<file path="src/rtl/ptw_pkg.sv">
// ----------------------------------------------------------------------------
// ptw_pkg: shared types and helpers for the page table walker
// Request/result payload structs, kind codes and the per-level address math
// for a radix page table with the Sv39 entry layout.
// ----------------------------------------------------------------------------
`default_nettype none

package ptw_pkg;

  localparam int unsigned VA_W       = 39;
  localparam int unsigned PA_W       = 56;
  localparam int unsigned PTE_W      = 64;
  localparam int unsigned LVL_W      = 2;
  localparam int unsigned SHIFT_W    = 6;
  localparam int unsigned PAGE_SHIFT = 12;
  localparam int unsigned VPN_BITS   = 9;
  localparam int unsigned PPN_LSB    = 10;
  localparam int unsigned PPN_W      = 44;

  localparam int unsigned LEVELS_DEF         = 3;
  localparam int unsigned PHYS_ADDR_BITS_DEF = 56;

  // PTE flag bit positions
  localparam int unsigned PTE_V = 0;
  localparam int unsigned PTE_R = 1;
  localparam int unsigned PTE_W_BIT = 2;
  localparam int unsigned PTE_X = 3;

  typedef enum logic {
    KIND_TRANSLATE = 1'b0,
    KIND_ENTRY     = 1'b1
  } item_kind_t;

  typedef enum logic [1:0] {
    RES_READ  = 2'd0,
    RES_DONE  = 2'd1,
    RES_FAULT = 2'd2
  } result_kind_t;

  typedef struct packed {
    item_kind_t        kind;
    logic [VA_W-1:0]   virtual_address;
    logic [PTE_W-1:0]  entry_data;
  } ptw_req_t;

  typedef struct packed {
    result_kind_t      result_kind;
    logic [PA_W-1:0]   physical_address;
    logic [LVL_W-1:0]  fault_level;
  } ptw_res_t;

  // Bit position of the VPN field for a level (0 = top)
  function automatic logic [SHIFT_W-1:0] level_shift(input int unsigned levels,
                                                     input logic [LVL_W-1:0] lvl);
    level_shift = SHIFT_W'(PAGE_SHIFT + VPN_BITS * (levels - 1 - 32'(lvl)));
  endfunction

  // Entry address: page-aligned table base plus VPN index times 8
  function automatic logic [PA_W-1:0] entry_addr(input logic [PA_W-1:0]    base,
                                                 input logic [VA_W-1:0]    va,
                                                 input logic [SHIFT_W-1:0] shift);
    logic [VPN_BITS-1:0] idx;
    idx = VPN_BITS'(va >> shift);
    entry_addr = {base[PA_W-1:PAGE_SHIFT], idx, 3'b000};
  endfunction

endpackage

`default_nettype wire

</file>
<file path="src/rtl/three_level_page_table_walker.sv">
// out_valid is registered: an accepted request passes the input register, then
//   the result register; one request per cycle while the output is not stalled.
// Each returned entry is decoded by shift/mask logic in one pass, so the walk
//   rate is set by the external memory latency, not by this block.
// Reset (synchronous, rst_n low) clears the walk state, root base and valids.
// ----------------------------------------------------------------------------
// three_level_page_table_walker: radix page table walker, Sv39 entry layout
// Takes translate requests and returned entries, issues entry reads and
// reports the translated address or the level of an invalid entry.
// ----------------------------------------------------------------------------
`default_nettype none

module three_level_page_table_walker
  import ptw_pkg::*;
#(
  parameter int unsigned LEVELS         = LEVELS_DEF,
  parameter int unsigned PHYS_ADDR_BITS = PHYS_ADDR_BITS_DEF
) (
  input  wire logic            clk,
  input  wire logic            rst_n,
  input  wire logic            in_valid,
  output      logic            in_stall,
  input  wire ptw_req_t        in_data,
  output      logic            out_valid,
  input  wire logic            out_stall,
  output      ptw_res_t        out_data,
  input  wire logic            cfg_valid,
  output      logic            cfg_ready,
  input  wire logic [PA_W-1:0] cfg_data
);

  localparam logic [PA_W-1:0]  PA_MASK   = {PA_W{1'b1}} >> (PA_W - PHYS_ADDR_BITS);
  localparam logic [LVL_W-1:0] LAST_LVL  = LVL_W'(LEVELS - 1);
  localparam logic [LVL_W-1:0] TOP_LVL   = '0;

  logic             req_valid_r, req_valid_nxt;
  ptw_req_t         req_r;
  logic             out_valid_r, out_valid_nxt;
  ptw_res_t         out_data_r, out_data_nxt;
  logic [PA_W-1:0]  root_base_r, root_base_nxt;
  logic [LVL_W-1:0] walk_level_r, walk_level_nxt;
  logic [VA_W-1:0]  held_virtual_address_r, held_virtual_address_nxt;
  logic             walk_busy_r, walk_busy_nxt;

  logic             out_free;
  logic             advance;
  logic             in_accept;
  logic             produce;
  ptw_res_t         res;
  logic [PA_W-1:0]  ppn_base;
  logic [PA_W-1:0]  low_mask;
  logic [SHIFT_W-1:0] cur_shift;
  logic [LVL_W-1:0] next_level;
  logic             is_leaf;

  assign out_free  = !out_valid_r || !out_stall;
  assign advance   = req_valid_r && out_free;
  assign in_stall  = req_valid_r && !out_free;
  assign in_accept = in_valid && !in_stall;
  assign cfg_ready = !req_valid_r;

  assign out_valid = out_valid_r;
  assign out_data  = out_data_r;

  assign ppn_base   = PA_W'({req_r.entry_data[PPN_LSB +: PPN_W], {PAGE_SHIFT{1'b0}}});
  assign cur_shift  = level_shift(LEVELS, walk_level_r);
  assign low_mask   = (PA_W'(1) << cur_shift) - PA_W'(1);
  assign next_level = walk_level_r + LVL_W'(1);
  assign is_leaf    = req_r.entry_data[PTE_R] || req_r.entry_data[PTE_W_BIT] ||
                      req_r.entry_data[PTE_X] || (walk_level_r >= LAST_LVL);

  // Decode the held request against the walk state
  always_comb begin
    produce                  = 1'b0;
    res                      = '0;
    walk_level_nxt           = walk_level_r;
    held_virtual_address_nxt = held_virtual_address_r;
    walk_busy_nxt            = walk_busy_r;
    case (req_r.kind)
      KIND_TRANSLATE: begin
        // restart from the top, dropping any walk in flight
        produce                  = 1'b1;
        held_virtual_address_nxt = req_r.virtual_address;
        walk_level_nxt           = TOP_LVL;
        walk_busy_nxt            = 1'b1;
        res.result_kind          = RES_READ;
        res.physical_address     = entry_addr(root_base_r, req_r.virtual_address,
                                              level_shift(LEVELS, TOP_LVL)) & PA_MASK;
      end
      KIND_ENTRY: begin
        if (walk_busy_r) begin
          produce = 1'b1;
          if (!req_r.entry_data[PTE_V]) begin
            walk_busy_nxt   = 1'b0;
            res.result_kind = RES_FAULT;
            res.fault_level = walk_level_r;
          end else if (is_leaf) begin
            // superpage: lower VPN fields and offset come from the VA
            walk_busy_nxt        = 1'b0;
            res.result_kind      = RES_DONE;
            res.physical_address = ((ppn_base & ~low_mask) |
                                    (PA_W'(held_virtual_address_r) & low_mask)) & PA_MASK;
          end else begin
            walk_level_nxt       = next_level;
            res.result_kind      = RES_READ;
            res.physical_address = entry_addr(ppn_base, held_virtual_address_r,
                                              level_shift(LEVELS, next_level)) & PA_MASK;
          end
        end
      end
      default: begin
        produce = 1'b0;
      end
    endcase
    // hold state unless the request moves on
    if (!advance) begin
      produce                  = 1'b0;
      walk_level_nxt           = walk_level_r;
      held_virtual_address_nxt = held_virtual_address_r;
      walk_busy_nxt            = walk_busy_r;
    end
  end

  always_comb begin
    req_valid_nxt = in_accept || (req_valid_r && !advance);
    out_valid_nxt = produce || (out_valid_r && out_stall);
    out_data_nxt  = produce ? res : out_data_r;
    root_base_nxt = (cfg_valid && cfg_ready) ? cfg_data : root_base_r;
  end

  always_ff @(posedge clk) begin
    if (!rst_n) begin
      req_valid_r            <= 1'b0;
      out_valid_r            <= 1'b0;
      root_base_r            <= '0;
      walk_level_r           <= '0;
      held_virtual_address_r <= '0;
      walk_busy_r            <= 1'b0;
    end else begin
      req_valid_r            <= req_valid_nxt;
      out_valid_r            <= out_valid_nxt;
      root_base_r            <= root_base_nxt;
      walk_level_r           <= walk_level_nxt;
      held_virtual_address_r <= held_virtual_address_nxt;
      walk_busy_r            <= walk_busy_nxt;
    end
  end

  // payload registers
  always_ff @(posedge clk) begin
    if (in_accept) begin
      req_r <= in_data;
    end
    out_data_r <= out_data_nxt;
  end

endmodule

`default_nettype wire

</file>
<file path="config.mk">
export PLATFORM = sky130hd
export DESIGN_NAME = three_level_page_table_walker
export DESIGN_NICKNAME = d
export VERILOG_FILES = /design/src/rtl/ptw_pkg.sv /design/src/rtl/three_level_page_table_walker.sv
export SDC_FILE = /design/constraint.sdc
export NUM_CORES = 1
export LEC_CHECK = 0
export ABC_CLOCK_PERIOD_IN_PS = 7200
export BUFFER_PORTS_ARGS = -buffer_cell sky130_fd_sc_hd__buf_2
export CAP_MARGIN = 15
export CORE_MARGIN = 1
export CORE_UTILIZATION = 42
export CTS_CLUSTER_DIAMETER = 100
export DETAILED_ROUTE_END_ITERATION = 8
export MAX_ROUTING_LAYER = met4
export PLACE_DENSITY = 0.61
export SLEW_MARGIN = 20
export SYNTH_ARGS = -nofsm -noshare
export SYNTH_HDL_FRONTEND = slang
export SYNTH_SLANG_ARGS = --single-unit
</file>
<file path="constraint.sdc">
create_clock -name clk -period 7.2 [get_ports clk]
set_input_delay 0.72 -clock clk [delete_from_list [all_inputs] [get_ports clk]]
set_output_delay 0.72 -clock clk [all_outputs]
set_load 0.02 [all_outputs]
</file>
==> impl_metrics.py <==
metrics = {
    "status": {
        "status": "complete, no violations",
    },
    "final_layout": {
        "final_nets": 1370,
        "instances_no_fill": 1555,
        "area_delta_synth_final_pct": 17.6,
        "stdcell_area_mm2": 0.0135,
        "drive_above_1_share_pct": 24.7,
    },
    "die": {
        "core_mm2": 0.0269,
        "start_util_pct": 42.8,
        "dieArea_mm2": 0.0280,
        "die_w_um": 167,
        "die_y_um": 167,
        "rows": 60,
        "pin_count": 228,
    },
    "worst_setup_path": {
        "cp_data_arrival_time_ns": 4.53,
        "cp.required_ns": 7.44,
        "endpoint_kind": "flop",
        "crit_path_max_fanout": 51,
        "worstSetupPathType": "reg2reg",
        "cp-start-kind": "flop",
    },
    "detailed_routing": {
        "routed_wl_mm": 32.1,
        "drt_pass1_iterations": 5,
        "wl_per_cell_um": 20.6,
        "drt_iter0_drc": 624,
        "drc": 0,
        "drtAntennaViolNets": 0,
        "viasPerCell": 5.56,
        "vias": 8647,
    },
    "power": {
        "finalPower_mw": 3.02,
        "pwr-share-comb_pct": 6.7,
        "pwr-share-seq_pct": 51.0,
        "switchingPower_mw": 0.677,
        "internal_power_mw": 2.35,
        "power.leakage_nw": 5.02,
        "clkPwrFrac_pct": 42.3,
        "vdd_drop_max_mv": 0.183,
        "power.density_mw_per_mm2": 224,
        "p_sw_share_pct": 22.4,
    },
    "synthesis": {
        "syn_avg_cell_area_um2": 11.1,
        "ys_ff_latch": 236,
        "synth_commonest_cells": "nand2_1 (227), edfxtp_1 (148), dfxtp_1 (88)",
        "yosysSeqAreaShare_pct": 54.0,
        "synth_top_area_share_pct": 38.7,
        "synth_cells": 1032,
        "synth_top_area_cell": "edfxtp_1",
        "synth_edf_count": 148,
        "yosys_warnings": 0,
        "synthTopCellsByArea": "edfxtp_1 (39%), dfxtp_1 (15%), nand2_1 (7.4%), mux4_2 (6.7%), a21boi_0 (5.5%)",
        "synth_async_sr_flop_share_pct": 0,
        "synthFlopType": "edfxtp_1",
        "synth.most_common_cell": "nand2_1",
        "yosysUniqueCellTypes": 67,
        "synth_area_mm2": 0.0115,
        "syn_nets": 1211,
    },
    "placement": {
        "place.gp.congestion": 0.918,
        "dpl.hpwl_mm": 21.6,
        "placed_cells": 1505,
        "io_buffers": 199,
        "dpl_worst_slack_ns": 3.01,
        "dpl-instance-area_mm2": 0.0127,
    },
    "clocking": {
        "cts_hold_buffers": 0,
        "clkSinkCount": 236,
        "htree_levels": 1,
        "cts.clk_slew.worst_paths_ns": 0.06,
        "cts_resized": 0,
        "cts_tree": "yes",
        "cts_setup_buffers": 0,
        "clk_path_buf_depth": 3,
        "clk_latency_ns": 0.54,
        "numCtsBuffers": 25,
        "cts-root-buf": "clkbuf_16",
    },
    "sta": {
        "slew_headroom_pct": 27.0,
        "fin_crit_ns": 4.29,
        "drv_slew": 0,
        "finalSetupViolCount": 0,
        "fin_setup_tns_ns": 0,
        "fin_ws_ns": 2.91,
        "grt_setup_unrepaired": "false",
        "period_share_pct": 59.6,
        "finClkSkew_ns": 0.0149,
        "hold_viol": 0,
        "tightest_slew_ns": 1.10,
        "fmax_mhz": 233,
    },
    "grt": {
        "gr-usage-met1_pct": 31.3,
        "grt_use_met2_pct": 37.1,
        "antenna_found_initial": 4,
        "gr-max-usage-layer": "met2",
        "track_usage_pct": 23.4,
        "grt_max_degree": 89,
        "grt_pass1_wl_mm": 49.3,
        "gr-total-overflow": 0,
        "grt_use_met3_pct": 3.90,
        "first_global_vias": 8352,
    },
    "job": {
        "maxCapViolCount": 0,
    },
    "worst_hold_path": {
        "hold_path_class": "in2reg",
    },
}
## routing by layer
| layer | part of all wire (%) | up-vias |
|---|---|---|
| met2 | 48 | 303 |
| met1 | 44 | 4171 |
| li1 | - | 4124 |
| met4 | 2.4 | 0 |
| met5 | 0 | - |
| met3 | 6.2 | 49 |
## placed cells by master, fill, tap and decap left out, types with 13 or more instances in the layout
master	synthesis	routed
edfxtp_1	148	148
nand3_1	23	22
a21oi_1	25	25
o2bb2ai_1	33	33
a21boi_0	84	84
o21ai_0	17	17
dfxtp_1	88	87
mux2i_1	48	48
nor2_1	40	39
clkbuf_16	0	25
mux4_2	34	34
ha_1	14	13
buf_2	13	199
nand2_1	227	227
## power groups by stage
| stage | Clock, mW | Sequential, mW | Combinational [mW] |
|---|---|---|---|
| finish | 1.28 | 1.54 | 0.201 |
| global route | 1.36 | 1.55 | 0.222 |
| CTS | 1.31 | 1.54 | 0.205 |
| detailed placement | 0 | 1.57 | 0.205 |
| global placement | 0 | 1.57 | 0.201 |
| floorplan | 0 | 1.57 | 0.107 |
## final timing paths
path,start,to,slack [ns],depth (start not counted)
min reg2reg,root_base_r[40]$_SDFFE_PN0P_,root_base_r[40]$_SDFFE_PN0P_,0.46,2
min,in_data[32],ppn_base[34]$_DFFE_PP_,0.36,1
max reg2reg,walk_level_r[0]$_SDFFE_PN0P_,out_data[50]$_DFFE_PP_,2.91,10
max,walk_level_r[0]$_SDFFE_PN0P_,out_data[50]$_DFFE_PP_,2.91,10
## sequential cells by signal, summed over array words and instances (netlist names)
| name | flops |
|---|---|
| walk_busy_r | 1 |
| held_virtual_address_r | 39 |
| out_data | 60 |
| req_r | 44 |
| out_valid | 1 |
| root_base_r | 44 |
| req_valid_r | 1 |
| walk_level_r | 2 |
| ppn_base | 44 |
## per-stage QoR
step	util, %	hold WS, ns
after floorplan	-	0.439
after global placement	47.2	0.452
after detailed placement	47.2	0.456
after CTS	50.3	0.337
after global routing	50.3	0.342
final	50.3	0.358
## final cells by class
type	count	area, um2
diodes	4	10.0
fillers	2522	13400
flip-flops and latches	236	6210
well taps	341	427
inverters	14	52.6
clock buffers	43	773
clock inverters	3	42.5
repair buffers	211	1090
multi-input cells	703	4920
## logic make-up after synthesis
family                   Yosys count  share of synthesized area [%]
AND/OR/NAND/NOR                  356                           13.5
XOR/XNOR                          18                           1.37
adder cells (fa/ha/maj)           14                           1.52
multiplexers                      86                           11.3
buffers and inverters             93                           3.47
flip-flops                       236                           54.0
AO/OA/AOI/OAI                    229                           14.8
## critical path, cell delays in order (launching register included)
cell,delay (ns)
dfxtp_2,0.32
buf_4,0.57
ha_1,0.58
inv_1,0.16
ha_1,0.50
nor2b_1,0.80
o211ai_1,0.22
o22ai_2,0.42
nor3b_2,0.11
mux2i_1,0.16
o221ai_1,0.15
Power figures use the tool's default switching activity.
